File: config.mk
export PLATFORM = sky130hd
export DESIGN_NAME = composite_video_line_generator_unit
export DESIGN_NICKNAME = d
export VERILOG_FILES = /design/src/cvlg_pkg.sv /design/src/composite_video_line_generator_unit.sv /design/src/cvlg_ram.sv
export SDC_FILE = /design/constraint.sdc
export NUM_CORES = 1
export LEC_CHECK = 0
export ABC_CLOCK_PERIOD_IN_PS = 4300
export BUFFER_PORTS_ARGS = -buffer_cell sky130_fd_sc_hd__buf_2
export CAP_MARGIN = 5
export CORE_MARGIN = 1
export CORE_UTILIZATION = 55
export DETAILED_ROUTE_END_ITERATION = 10
export PLACE_DENSITY_LB_ADDON = 0.1
export SLEW_MARGIN = 10
export SYNTH_ARGS = -nofsm -noshare
export SYNTH_HDL_FRONTEND = slang
export SYNTH_HIERARCHICAL = 1
export SYNTH_SLANG_ARGS = --single-unit
File: constraint.sdc
create_clock -name i_clk -period 4.3 [get_ports i_clk]
set_input_delay 0.645 -clock i_clk [delete_from_list [all_inputs] [get_ports i_clk]]
set_output_delay 0.645 -clock i_clk [all_outputs]
set_load 0.02 [all_outputs]
File: src/cvlg_pkg.sv
// Shared constants for the composite video line generator.
package cvlg_pkg;

    localparam int VRAM_BYTES = 96;
    localparam int VADDR_W    = 7;
    localparam int VDATA_W    = 8;
    localparam int LINE_W     = 9;
    localparam int FAL_W      = 8;
    localparam int ROW_W      = 5;
    localparam int X_W        = 7;
    localparam int IDX_W      = 8;
    localparam int CFG_IDX_W  = 1;

    localparam logic [VADDR_W-1:0] VRAM_LAST = VADDR_W'(VRAM_BYTES - 1);
    localparam logic [IDX_W-1:0]   VRAM_SIZE = IDX_W'(VRAM_BYTES);

    localparam logic CMD_WRITE = 1'b0;
    localparam logic CMD_TICK  = 1'b1;

    localparam logic [CFG_IDX_W-1:0] CFG_FIRST_ACTIVE = 1'b0;
    localparam logic [CFG_IDX_W-1:0] CFG_LINES        = 1'b1;

    localparam logic [FAL_W-1:0]  FAL_RESET       = 8'd30;
    localparam logic [LINE_W-1:0] LPF_RESET       = 9'd262;
    localparam logic [LINE_W-1:0] SYNC_LONG_LINE  = 9'd1;
    localparam logic [LINE_W-1:0] SYNC_SHORT_LINE = 9'd10;

endpackage

File: src/composite_video_line_generator_unit.sv
// Composite video line generator top level: line sequencer, pixel fetch and output register.
//
//   port group   dir  carries
//   s_axis_*     in   write and line-tick items
//   m_axis_*     out  status or pixel results, tlast on the final one of a line
//   i_cfg_*      in   register writes (first_active_line, lines_per_frame)
//
// For a displayed line, one state classifies the line, one turns the line
// offset into a dot row by a reciprocal multiply, then one pixel is read
// from the pixel RAM per cycle while m_axis does not stall. After reset a
// clearing pass zeroes the pixel RAM and no item is taken meanwhile. A stall
// on m_axis holds the pixel fetch.
module composite_video_line_generator_unit import cvlg_pkg::*; #(
    parameter int WIDTH      = 32,
    parameter int DOT_ROWS   = 24,
    parameter int DOT_HEIGHT = 8
) (
    input  logic                 i_clk,
    input  logic                 i_rst_n,
    input  logic                 s_axis_tvalid,
    output logic                 s_axis_tready,
    input  logic [15:0]          s_axis_tdata,  // vram_address[6:0], vram_data[14:7], zero
    input  logic                 s_axis_tuser,  // command
    output logic                 m_axis_tvalid,
    input  logic                 m_axis_tready,
    output logic [7:0]           m_axis_tdata,  // sync_long[0], pixel[1], frame_tick[2], zero
    output logic                 m_axis_tuser,  // pixel_valid
    output logic                 m_axis_tlast,
    input  logic                 i_cfg_wen,
    input  logic [CFG_IDX_W-1:0] i_cfg_index,
    input  logic [LINE_W-1:0]    i_cfg_data
);

    localparam logic [LINE_W-1:0] ACTIVE_LINES = LINE_W'(DOT_ROWS * DOT_HEIGHT);
    localparam logic [X_W-1:0]    X_LAST       = X_W'(WIDTH - 1);
    localparam logic [IDX_W-1:0]  PIX_PER_ROW  = IDX_W'(WIDTH);

    // row = offset / DOT_HEIGHT as (offset * ceil(2^13 / DOT_HEIGHT)) >> 13,
    // exact for any 9-bit offset and DOT_HEIGHT up to 16
    localparam int ROW_SHIFT = 13;
    localparam int RECIP_W   = 14;
    localparam int PROD_W    = LINE_W + RECIP_W;
    localparam logic [RECIP_W-1:0] ROW_RECIP =
        RECIP_W'(((1 << ROW_SHIFT) + DOT_HEIGHT - 1) / DOT_HEIGHT);

    localparam logic [2:0] ST_CLEAR = 3'd0;
    localparam logic [2:0] ST_IDLE  = 3'd1;
    localparam logic [2:0] ST_CLASS = 3'd2;
    localparam logic [2:0] ST_DIV   = 3'd3;
    localparam logic [2:0] ST_PIX   = 3'd4;

    logic [2:0]         r_state;
    logic [VADDR_W-1:0] r_clr_addr;
    logic [FAL_W-1:0]   r_fal;
    logic [LINE_W-1:0]  r_lpf;
    logic [LINE_W-1:0]  r_line;
    logic               r_sync;
    logic [LINE_W-1:0]  r_rem;
    logic [ROW_W-1:0]   r_row;
    logic [X_W-1:0]     r_x;
    logic [IDX_W-1:0]   r_idx;
    logic               r_pend;
    logic               r_pend_zero;
    logic               r_pend_last;
    logic [2:0]         r_pend_bit;
    logic               r_out_valid;
    logic               r_out_sync;
    logic               r_out_pixel;
    logic               r_out_pvalid;
    logic               r_out_tick;
    logic               r_out_last;

    logic               w_accept;
    logic               w_blank;
    logic [LINE_W-1:0]  w_diff;
    logic               w_past;
    logic               w_wrap;
    logic               w_status_load;
    logic               n_sync;
    logic [ROW_W-1:0]   w_row;
    logic               w_out_free;
    logic               w_move;
    logic               w_issue;
    logic               w_wr_en;
    logic [VADDR_W-1:0] w_wr_addr;
    logic [VDATA_W-1:0] w_wr_data;
    logic               w_rd_en;
    logic [VDATA_W-1:0] w_rd_data;

    assign s_axis_tready = (r_state == ST_IDLE);
    assign w_accept      = s_axis_tvalid && s_axis_tready;

    // line classification
    assign w_blank = (r_line <= {1'b0, r_fal});
    assign w_diff  = r_line - {1'b0, r_fal};
    assign w_past  = (w_diff >= ACTIVE_LINES);
    assign w_wrap  = (r_line >= r_lpf);

    assign w_row = ROW_W'((PROD_W'(r_rem) * PROD_W'(ROW_RECIP)) >> ROW_SHIFT);

    always_comb begin
        n_sync = r_sync;
        if (w_blank && r_line == SYNC_LONG_LINE) begin
            n_sync = 1'b1;
        end else if (w_blank && r_line == SYNC_SHORT_LINE) begin
            n_sync = 1'b0;
        end
    end

    // pixel fetch pipeline: read issued, data lands in the RAM's registered read output
    assign w_out_free    = !r_out_valid || m_axis_tready;
    assign w_move        = r_pend && w_out_free;
    assign w_issue       = (r_state == ST_PIX) && (!r_pend || w_move);
    assign w_status_load = (r_state == ST_CLASS) && (w_blank || w_past)
                           && w_out_free && !r_pend;
    assign w_rd_en       = w_issue && (r_idx < VRAM_SIZE);

    always_comb begin
        w_wr_en   = 1'b0;
        w_wr_addr = r_clr_addr;
        w_wr_data = '0;
        if (r_state == ST_CLEAR) begin
            w_wr_en = 1'b1;
        end else if (w_accept && s_axis_tuser == CMD_WRITE) begin
            w_wr_addr = s_axis_tdata[VADDR_W-1:0];
            w_wr_data = s_axis_tdata[VADDR_W+VDATA_W-1:VADDR_W];
            w_wr_en   = (s_axis_tdata[VADDR_W-1:0] <= VRAM_LAST);
        end
    end

    cvlg_ram #(
        .DATA_W (VDATA_W),
        .DEPTH  (VRAM_BYTES)
    ) u_vram (
        .i_clk     (i_clk),
        .i_wr_en   (w_wr_en),
        .i_wr_addr (w_wr_addr),
        .i_wr_data (w_wr_data),
        .i_rd_en   (w_rd_en),
        .i_rd_addr (r_idx[VADDR_W-1:0]),
        .o_rd_data (w_rd_data)
    );

    always_ff @(posedge i_clk) begin
        if (!i_rst_n) begin
            r_state     <= ST_CLEAR;
            r_clr_addr  <= '0;
            r_fal       <= FAL_RESET;
            r_lpf       <= LPF_RESET;
            r_line      <= '0;
            r_sync      <= 1'b0;
            r_pend      <= 1'b0;
            r_out_valid <= 1'b0;
            r_x         <= '0;
            r_row       <= '0;
            r_rem       <= '0;
            r_idx       <= '0;
        end else begin
            if (i_cfg_wen) begin
                unique case (i_cfg_index)
                    CFG_FIRST_ACTIVE: r_fal <= i_cfg_data[FAL_W-1:0];
                    CFG_LINES:        r_lpf <= i_cfg_data;
                    default:          ;
                endcase
            end

            unique case (r_state)
                ST_CLEAR: begin
                    r_clr_addr <= r_clr_addr + 1'b1;
                    if (r_clr_addr == VRAM_LAST) begin
                        r_state <= ST_IDLE;
                    end
                end
                ST_IDLE: begin
                    if (w_accept && s_axis_tuser == CMD_TICK) begin
                        r_line  <= r_line + 1'b1;
                        r_state <= ST_CLASS;
                    end
                end
                ST_CLASS: begin
                    if (w_blank || w_past) begin
                        if (w_status_load) begin
                            r_sync <= n_sync;
                            if (!w_blank && w_wrap) begin
                                r_line <= '0;
                            end
                            r_state <= ST_IDLE;
                        end
                    end else begin
                        r_rem   <= w_diff;
                        r_row   <= '0;
                        r_state <= ST_DIV;
                    end
                end
                ST_DIV: begin
                    r_row   <= w_row;
                    r_x     <= '0;
                    r_idx   <= IDX_W'(w_row >> 3) * PIX_PER_ROW;
                    r_state <= ST_PIX;
                end
                ST_PIX: begin
                    if (w_issue) begin
                        r_x   <= r_x + 1'b1;
                        r_idx <= r_idx + 1'b1;
                        if (r_x == X_LAST) begin
                            r_state <= ST_IDLE;
                        end
                    end
                end
                default: r_state <= ST_IDLE;
            endcase

            if (w_issue) begin
                r_pend <= 1'b1;
            end else if (w_move) begin
                r_pend <= 1'b0;
            end

            if (w_move || w_status_load) begin
                r_out_valid <= 1'b1;
            end else if (m_axis_tready) begin
                r_out_valid <= 1'b0;
            end
        end
    end

    always_ff @(posedge i_clk) begin
        if (w_issue) begin
            r_pend_zero <= (r_idx >= VRAM_SIZE);
            r_pend_last <= (r_x == X_LAST);
            r_pend_bit  <= r_row[2:0];
        end
        if (w_move) begin
            r_out_sync   <= r_sync;
            r_out_pixel  <= !r_pend_zero && w_rd_data[r_pend_bit];
            r_out_pvalid <= 1'b1;
            r_out_tick   <= 1'b0;
            r_out_last   <= r_pend_last;
        end else if (w_status_load) begin
            r_out_sync   <= n_sync;
            r_out_pixel  <= 1'b0;
            r_out_pvalid <= 1'b0;
            r_out_tick   <= !w_blank && w_wrap;
            r_out_last   <= 1'b1;
        end
    end

    assign m_axis_tvalid = r_out_valid;
    assign m_axis_tdata  = {5'b0, r_out_tick, r_out_pixel, r_out_sync};
    assign m_axis_tuser  = r_out_pvalid;
    assign m_axis_tlast  = r_out_last;

    // a status result is always the only one of its line
    a_status_last: assert property (@(posedge i_clk) disable iff (!i_rst_n)
        m_axis_tvalid && !m_axis_tuser |-> m_axis_tlast)
        else $error("status result without last");

    a_status_dark: assert property (@(posedge i_clk) disable iff (!i_rst_n)
        m_axis_tvalid && !m_axis_tuser |-> !m_axis_tdata[1])
        else $error("pixel set on a status result");

    // a stalled fetch must keep its read data
    a_pend_hold: assert property (@(posedge i_clk) disable iff (!i_rst_n)
        r_pend && !w_out_free |=> r_pend && $stable(w_rd_data))
        else $error("pending pixel read lost under stall");

    a_x_range: assert property (@(posedge i_clk) disable iff (!i_rst_n)
        r_state == ST_PIX |-> r_x <= X_LAST)
        else $error("pixel counter past line width");

endmodule

File: src/cvlg_ram.sv
// Generic RAM: one write port, one read port with registered read data.
module cvlg_ram #(
    parameter int DATA_W = 8,
    parameter int DEPTH  = 96,
    parameter int ADDR_W = $clog2(DEPTH)
) (
    input  logic              i_clk,
    input  logic              i_wr_en,
    input  logic [ADDR_W-1:0] i_wr_addr,
    input  logic [DATA_W-1:0] i_wr_data,
    input  logic              i_rd_en,
    input  logic [ADDR_W-1:0] i_rd_addr,
    output logic [DATA_W-1:0] o_rd_data
);

    logic [DATA_W-1:0] r_mem [DEPTH];
    logic [DATA_W-1:0] r_rd_data;

    always_ff @(posedge i_clk) begin
        if (i_wr_en) begin
            r_mem[i_wr_addr] <= i_wr_data;
        end
        if (i_rd_en) begin
            r_rd_data <= r_mem[i_rd_addr];
        end
    end

    assign o_rd_data = r_rd_data;

endmodule
* Word-level counts from Yosys, hierarchy flattened *
Memories as Yosys holds them, arrays and structs flattened. A register that Yosys moved wholly into a read port is not among the register bits.
Cells that the tools add are included.

storage, ports and cells
  input bits = 32
  memories = 1
  bits in registers = 75
  RAM bits = 768

memories
  name          depth  width  rd ports  clocked after memory_dff  write ports  line            RTL
  u_vram.r_mem  96     8      1         1                         1            cvlg_ram.sv:16  logic [DATA_W-1:0] r_mem [DEPTH];

cells by class
  $lt $le $gt $ge = 7
  reductions and logical operators = 36
  bitwise operators = 3
  equality and inequality tests = 17
  mux-type cells = 40
  $add $sub $neg = 5

operators with widths
  kind                 count
  $mux 9               4
  $mux 8               3
  $mux 3               7
  $mux 7               3
  $pmux 9 s2           1
  $mux 1               17
  $pmux 8 s2           1
  $pmux 3 s5           1
  $add 7x1->7 const B  2
  $pmux 7 s2           1
  $logic_and 1x1->1    13
  $reduce_bool 2->1    6
  $ne 2x1->1 const B   5
  $reduce_and 2->1     5
  $reduce_and 5->1     2
  $add 9x1->9 const B  1
  $eq 9x1->1 const B   1
  $eq 9x4->1 const B   1
  $ge 9x8->1 const B   1
  $ge 9x9->1           1
  $le 9x8->1           1
  $sub 9x8->9          1
  $add 8x1->8 const B  1
  $ge 8x7->1 const B   1
  other kinds (17)     28

* Depth between registers and ports, before layout *
Gate-level depths: netlist (run 1).

  word-level depth = 9
  gate-level depth with buffers = 11
  gate-level depth less buffers = 11

* Hierarchy *
Netlist (run 1), hierarchy kept.

by module, submodules not included
  module                               instances  area each (sq um)  sequential area each (sq um)  cells each
  cvlg_ram                             1          30,147.7           23,302.3                      1,437
  composite_video_line_generator_unit  1          3,980.1            1,521.5                       455

* Worst setup path after synthesis (run 1) *
OpenSTA, ideal clock, no wires.

  kind = flip-flop to flip-flop
  start = register r_state[0]
  end = memory u_vram.r_mem[66][0] (enable)
  required time = 3,917 ps
  arrival = 3,265 ps
  setup time = 383 ps
  path slack = 652 ps
  clock period less this slack = 3,648 ps
  stages on the path, launching flop included = 10
  path through = dfxtp_1 inv_1 nor3_1 and3b_1 clkbuf_1 clkbuf_1 mux2_2 nor2b_1 nand3_1 nor3_1

between the ends
  elaborated cells on any way between the ends = 10
  classes of those cells = eq/ne (1); mux (6); reduce/logical (3)

RTL lines
  element                   line                                        RTL
  start: declaration        composite_video_line_generator_unit.sv:52   logic [2:0] r_state;
  start signal: assignment  composite_video_line_generator_unit.sv:146  r_state <= ST_CLEAR;
  start signal: assignment  composite_video_line_generator_unit.sv:171  r_state <= ST_IDLE;
  start signal: assignment  composite_video_line_generator_unit.sv:177  r_state <= ST_CLASS;
  $eq 3x1->1                composite_video_line_generator_unit.sv:90   assign s_axis_tready = (r_state == ST_IDLE);
  net s_axis_tready         composite_video_line_generator_unit.sv:21   output logic s_axis_tready,
  $logic_and 1x1->1         composite_video_line_generator_unit.sv:91   assign w_accept = s_axis_tvalid && s_axis_tready;
  $logic_and 1x1->1         composite_video_line_generator_unit.sv:124  end else if (w_accept && s_axis_tuser == CMD_WRITE) begin
  $mux 7                    composite_video_line_generator_unit.sv:124
  $mux 7                    composite_video_line_generator_unit.sv:122  if (r_state == ST_CLEAR) begin
  net w_wr_addr[5]          composite_video_line_generator_unit.sv:85   logic [VADDR_W-1:0] w_wr_addr;
  end: declaration          cvlg_ram.sv:16

The timed path passes the listed nets, and every way through them passes these cells.

* Worst setup path after layout (run 1) *
  start = register r_state[0]
  end = memory u_vram.r_mem[18][2] (enable)

between the ends
  elaborated cells on any way between the ends = 10
  classes of those cells = eq/ne (1); mux (6); reduce/logical (3)

RTL lines
  element            line
  $eq 3x1->1         composite_video_line_generator_unit.sv:90
  $logic_and 1x1->1  composite_video_line_generator_unit.sv:91
  $logic_and 1x1->1  composite_video_line_generator_unit.sv:124
  $mux 7             composite_video_line_generator_unit.sv:124
  $mux 7 (*)         composite_video_line_generator_unit.sv:122
  net w_wr_addr[3]   composite_video_line_generator_unit.sv:85

Mark *: on every way through the listed nets, which the timed path passes. The rest lies on a longest branch.

==> results of run 1 <==
## cell usage in the layout, fill, tap and decap left out, drive strengths merged, types with 23 or more instances in the layout
master and n:
dfxtp 64, a22oi 34, mux4 181, o21ai 23, nand2 110, inv 29, buf 164, clkbuf 114
nor2 162, nand3 47, ha 24, clkinv 33, edfxtp 784, a21oi 39, mux2i 59
## layout make-up
| type | instances | share of cell area (%) |
|---|---|---|
| Inverter | 26 | 0.253 |
| Clock buffer | 114 | 6.11 |
| Tap cell | 782 | 2.53 |
| Sequential cell | 848 | 64.3 |
| Multi-Input combinational cell | 932 | 22.6 |
| Timing Repair Buffer | 164 | 3.08 |
| Clock inverter | 46 | 1.11 |
## sequential cells by signal (all words and copies together) (netlist names), 3 cells and up
register          cells
r_clr_addr            7
r_fal                 8
u_vram/r_mem        768
r_lpf                 9
r_row                 3
u_vram/o_rd_data      8
r_line                9
r_rem                 5
r_state               3
r_idx                 8
r_pend_bit            3
r_x                   7
## metrics by stage
stage                     setup WS (ps)  hold slack, ps  util, %  cell area [um^2]  cells
after floorplan                     652             430        -             34100   1896
after global placement             1030             445     58.9             35800   2752
after detailed placement            971             445     58.9             35800   2752
after CTS                           983             218     63.5             38600   2912
after global routing                726             250     63.5             38600   2912
final                               930             258     63.5             38600   2912
## final timing paths
| check | startpoint | endpoint | slack, ps | depth (start not counted) |
|---|---|---|---|---|
| worst max register to register | r_state[0] | u_vram/r_mem[18][2] | 930 | 9 |
| worst max-delay path | r_state[0] | u_vram/r_mem[18][2] | 930 | 9 |
| worst min register to register | r_fal[7] | r_fal[7] | 460 | 2 |
| worst min-delay path | i_cfg_data[8] | r_lpf[8] | 260 | 3 |
## cells in the mapped netlist (20+ instances only)
cell / instances
a21oi_1: 38
inv_1: 24
edfxtp_1: 784
ha_1: 24
clkbuf_1: 28
nor2_1: 161
mux4_2: 181
buf_2: 23
mux2i_1: 59
nor2b_1: 20
dfxtp_1: 64
buf_4: 26
nand2_1: 110
nand3_1: 46
a22oi_1: 34
## worst reg2reg max path: stages (launching register included)
cell,delay [ps]
dfxtp_1,350
inv_1,140
nor3_1,160
buf_4,160
and3b_1,250
buf_4,230
mux2_2,430
nor2b_1,220
nand2_1,350
nor2_1,720
## power breakdown
part / switching (W) / leakage (nW) / internal (W) / total, W
registers: 0.0000157 / 9.10 / 0.00892 / 0.00894
logic: 0.000178 / 3.48 / 0.0000873 / 0.000265
clock network: 0.00303 / 1.37 / 0.00434 / 0.00737
## kinds of logic after synthesis
| group | count (synthesis) |
|---|---|
| AOI/OAI and AO/OA | 191 |
| xor gates and xnor gates | 25 |
| adders and majority gates | 25 |
| buffers and inverters | 116 |
| DFF | 848 |
| muxes | 251 |
| other | 1 |
| and+or+nand+nor | 435 |
## metal layers
metal,part of all wire [%],GRT usage [%],up-vias,wire length (um)
met5,0,0,-,0
met1,42,35.7,9270,32700
li1,-,-,7911,-
met4,2.7,7.46,0,2110
met2,48,40.5,717,37500
met3,6.9,3.96,140,5360
==> implementation parameters, run 1 <==
Parameter                              Value

Synth
  Post-Synth Adder-Cell Area    less than 1%
  Proportion of netlist area held by the largest area contributor    between 60% and 70%
  Number of flip-flops and latches in the synthesized netlist    about 850
  Mapped Area    around 34,000 um^2
  Cell types occupying the most area after synthesis    edfxtp_1 (69%), mux4_2 (12%), dfxtp_1 (3.8%), nor2_1 (1.8%), mux2i_1 (1.7%)
  Number of library cell types mapped by synthesis    71
  Dominant synthesized flop cell    edfxtp_1
  Proportion of register bits with asynchronous set or reset after synthesis    0%
  Fraction of the yosys area taken by sequential cells    72.7%
  Cell type contributing the most total cell area after synthesis    edfxtp_1
  Count of flip-flops with a built-in enable after synthesis    a little under 800
  Xor and xnor fraction of the mapped netlist area    0.642%
  Dominant combinational cell family by area after synthesis    multiplexers
  Mean instance size in the synthesized netlist    roughly 18 um^2
  Multiplexer share of the synthesized area    between 10 and 15%
  Synthesized netlist cell count    1,892
  Total of warnings raised by yosys    6
  Share of synthesized cell area in and, or, nand and nor gates    5.81%
  Complex-gate fraction of the synthesized area    under 10%

Die
  Die span in x    between 200 and 300 um
  Die outline height    251 um
  Core region area    around 61,000 um^2
  Top-Level Pins    44
  Die footprint    approximately 63,000 um^2
  Initial cell density of the core    between 50% and 60%
  Num rows    90

Route
  Number of DRC markers in iteration 0    roughly 1,900
  Routed wire length per instance    between 20 and 30 um
  Antenna viol nets, final    0
  Number of vias per cell after detailed routing    between 6 and 7
  Drt drc    0
  Iteration count of the initial detailed-routing pass    5
  Total via count after detailed routing    18,000
  WL final    77,600 um

Power
  Worst-case vdd ir drop    roughly 0.52 mV
  Overall power    around 0.017 W
  PwrDens    between 400 and 500 nW/um^2
  Static Leak    approximately 14 nW

Clocking
  Clock buffer count from CTS    86
  Hold-fix buffer count after cts    0
  Post-cts sizing count    0
  Max clock buf depth    3
  Deepest level of the CTS H-tree    3
  Number of sinks on the clock net    ~850
  Reg clk slew, reported paths    approximately 60 ps
  TritonCTS clock tree    done
  Buffer cell driving the clock tree root    clkbuf_16
  Number of post-CTS setup repair buffers    0
  Clock insertion delay at the later pin of the skew report    roughly 630 ps

Timing
  Min cycle time layout    ~3400 ps
  Setup repair after global routing missed its margin    false
  Final count of negative-setup-slack endpoints    0
  Max_slew headroom    between 20% and 30%
  Final total negative setup slack    0 ps
  Fmax achieved    roughly 300 MHz
  Clock Skews    roughly 16 ps
  Tcrit/Tclk final    78.4%
  Final-report hold violation count    0
  Transition time at the pin with the least slew margin    between 1000 and 1500 ps
  Final Max Slew Viols    0

Critical path
  Highest-delay cell along the critical path    nor2_1
  Sort of element at the end of the critical path    register
  Setup Crit Path Kind    reg -> reg
  Kind of cell adding the most delay to the critical path    simple AND/OR/NAND/NOR gates
  Cell type with the highest occurrence count on the critical path    buf_4
  Critical path, cell by cell    inv_1 > nor3_1 > buf_4 > and3b_1 > buf_4 > mux2_2 > nor2b_1 > nand2_1 > nor2_1
  Delay of the slowest cell on the worst path    just over 700 ps
  Data required time of the worst path    4550 ps
  Crit path max fanout    13
  Buffers plus inverters on the worst setup path    3
  Critical path data arrival time    about 3600 ps
  CP Launch Type    register

Finish
  Number of nets in the layout    approximately 2,100
  Share of cells above drive strength 1    23.8%
  Multi-input combinational cell area    8740 um^2
  Sequential standard cell area    between 20,000 and 25,000 um^2
  FILL cells    approximately 4,200
  Area Overhead vs Synth    13.2%
  Diodes inserted    0

GRT
  Vias in the first global route    18,000
  Pin count of the biggest net entering global routing    97
  Total global-route track usage    25.1%
  First-pass GRT wire length    roughly 110,000 um
  Congestion Overflow GR    0
  Antenna violations before repair    0

Worst hold path
  Worst hold-check path type    in -> reg

Flow run
  Maximum Capacitance Violations    0

Placed design
  Dpl hpwl    48,100 um
  IO buf count    37
  Final estimated routing congestion in global placement    a little under 0.9

Outcome
  Result of the run    completed
Note: power is estimated with default switching activity, not from simulation.
==> run 2: changes to the inputs <==
--- a/config.mk
+++ b/config.mk
@@ -5,7 +5,7 @@
 export SDC_FILE = /design/constraint.sdc
 export NUM_CORES = 1
 export LEC_CHECK = 0
-export ABC_CLOCK_PERIOD_IN_PS = 4300
+export ABC_CLOCK_PERIOD_IN_PS = 3500
 export BUFFER_PORTS_ARGS = -buffer_cell sky130_fd_sc_hd__buf_2
 export CAP_MARGIN = 5
 export CORE_MARGIN = 1
==> constraint.sdc (replaced) <==
create_clock -name i_clk -period 3.5 [get_ports i_clk]
set_input_delay 0.525 -clock i_clk [delete_from_list [all_inputs] [get_ports i_clk]]
set_output_delay 0.525 -clock i_clk [all_outputs]
set_load 0.02 [all_outputs]
==> run 2 against run 1 <==
  * Core utilization grew 0.12 points
  * Design area is 0.19% higher
  * Setup slack worse by 680 ps
  * Power rose by 19%
  * Non-clock buffer count rose by 28
  * Global-route usage fell by 0.11 points
  * Combinational power is 25% higher
  * Critical path type unchanged
  * Highest routed layer unchanged
==> implementation parameters, run 2 (synthesis results as in run 1) <==
Parameter                              Value

Power
  PwrDens    510 nW/um^2
  Worst-case vdd ir drop    0.484 mV
  Share of total power in the clock network    between 40% and 50%
  Combinational fraction of design power    1.7%
  Internal power    about 0.016 W
  Net Switching    around 0.0038 W
  Sw frac    roughly a fifth
  Relative contribution of sequential cells to total power    55.6%
  Static Leak    around 14 nW

Outcome
  Result of the run    completed

GRT
  Vias in the first global route    ~18,000
  First-pass GRT wire length    114,000 um
  Congestion Overflow GR    0
  Antenna violations before repair    0
  Total global-route track usage    between 20% and 30%
  Pin count of the biggest net entering global routing    a little under 100

Route
  Antenna viol nets, final    0
  Drt drc    0
  Met3 wire len    around 5500 um
  Iteration count of the initial detailed-routing pass    5
  Number of DRC markers in iteration 0    about 1,800
  WL final    between 70,000 and 80,000 um
  WL met2    ~37,000 um
  Total via count after detailed routing    around 18,000
  Number of vias per cell after detailed routing    around 6.1
  Wire length on met1    33,000 um
  Routed wire length per instance    between 20 and 30 um
  Top layer used by detailed routing    met4

Flow run
  Maximum Capacitance Violations    0

Finish
  Area Overhead vs Synth    13.4%
  Commonest non-fill, non-tap cell in the layout    edfxtp_1
  Register bank with the most flops    u_vram/r_mem
  Post-Layout Cell Count    about 2,900
  Leading cell types in the layout, fill and taps excluded    edfxtp_1 (784), mux4_2 (181), nor2_1 (161), buf_4 (143), nand2_1 (109)
  Largest register FFs    around 770
  Diodes inserted    0
  Largest registers in the final layout    u_vram/r_mem x768, r_line x9, r_lpf x9
  Share of cells above drive strength 1    about a quarter
  Number of nets in the layout    ~2,100

Critical path
  End of the worst register-to-register path    u_vram/r_mem[86][1]
  Number of cell instances on the worst register-to-register path    10
  Worst r2r src    r_state[0]
  Worst Setup EP    u_vram/r_mem[86][1]
  Crit path max fanout    9
  R2R setup slack    about 250 ps
  Data required time of the worst path    roughly 3800 ps
  Worst setup path startpoint    r_state[0]
  CP Launch Type    register
  Setup Crit Path Kind    reg -> reg
  Critical path data arrival time    between 3000 and 4000 ps
  Sort of element at the end of the critical path    register

Placed design
  IO buf count    37
  Final estimated routing congestion in global placement    between 0.9 and 1
  Number of cells in the design after placement    2,780
  Dpl hpwl    between 40,000 and 50,000 um

Clocking
  Number of sinks on the clock net    about 850
  Max clock buf depth    3
  Reg clk slew, reported paths    about 60 ps
  Clock buffer count from CTS    between 80 and 90
  Hold-fix buffer count after cts    0
  Deepest level of the CTS H-tree    3
  Buffer cell driving the clock tree root    clkbuf_16
  Clock insertion delay at the later pin of the skew report    620 ps
  TritonCTS clock tree    done
  Number of post-CTS setup repair buffers    0

Timing
  Tcrit/Tclk final    approximately 93%
  Max_slew headroom    36.5%
  Min cycle time layout    3250 ps
  Transition time at the pin with the least slew margin    roughly 930 ps
  Final Max Slew Viols    0
  Setup repair after global routing missed its margin    false
  Final count of negative-setup-slack endpoints    0
  Fmax achieved    between 300 and 400 MHz
  Final total negative setup slack    0 ps
  Final-report hold violation count    0
  Clock Skews    between 20 and 25 ps

Die
  Core region area    60,800 um^2
  Die span in x    between 200 and 300 um
  Initial cell density of the core    56.1%
  Die outline height    251 um
  Num rows    90
  Die footprint    around 63,000 um^2
  Top-Level Pins    between 40 and 50

Worst hold path
  Worst hold-check path type    in -> reg
  Start point of the worst min-delay path    i_cfg_data[8]
-- run 2: changes by cell type in the layout (fill, tap and decap cells not counted), sizes merged --
| cell | before | now |
|---|---|---|
| inv | 29 | 26 |
| clkinv | 33 | 39 |
| clkbuf | 114 | 106 |
| clkinvlp | 2 | 1 |
| bufinv | 8 | 4 |
| buf | 164 | 192 |
-- run 2: critical path, cell delays in order, from the launching register on --
cell and delay (ps):
dfxtp_1 350, inv_1 130, nor3_1 250, and3b_1 430, buf_4 260, a21o_1 200, nor2b_1 440, nand3_1 280
buf_4 280, nor2_1 130, buf_4 200
-- run 2: how the worst min path moves through the flow --
| stage | endpoint | slack [ps] | cells past startpoint |
|---|---|---|---|
| floorplan | r_pend_bit[2] | 430 | 0 |
| global placement | m_axis_tuser | 450 | 2 |
| detailed placement | r_lpf[3] | 460 | 2 |
| CTS | r_lpf[8] | 140 | 3 |
| global route | r_fal[0] | 170 | 3 |
| finish | r_lpf[8] | 170 | 3 |
-- run 2: stage by stage --
step	hold slack, ps	utilization [%]	worst slack [ps]	power, W	cell area, um^2
after floorplan	430	-	-147	0.0114	34200
after detailed placement	459	59.4	277	0.0115	36100
after global placement	446	59.4	283	0.0115	36100
after CTS	136	63.6	243	0.0199	38700
after global routing	171	63.7	73.3	0.0203	38700
final	171	63.7	253	0.0197	38700
-- run 2: power by group through the flow --
stage | Combinational, W | Clock [W] | Sequential, W
CTS | 0.000327 | 0.00861 | 0.0110
floorplan | 0.000183 | 0 | 0.0112
global placement | 0.000320 | 0 | 0.0112
detailed placement | 0.000326 | 0 | 0.0112
global route | 0.000352 | 0.00898 | 0.0110
finish | 0.000330 | 0.00844 | 0.0110
-- run 2: routing by layer --
layer	vias up	GRT usage (%)
met5	-	0
met4	0	7.32
met3	125	5.10
met2	602	38.9
met1	9296	36.1
li1	7937	-
-- run 2: repair_timing --
action                                  4_1_cts  5_1_grt
endpoints found under the setup margin        0       24
gates resized for setup                       0        1
hold endpoints to repair                      0        0
-- run 2: final cells by class --
cell class	instances	area, um^2
inverters	26	97.6
clock buffers	106	2250
clock inverters	44	304
well taps	782	978
flip-flops and latches	848	24800
fillers	4216	22100
repair buffers	192	1500
multi-input cells	932	8740
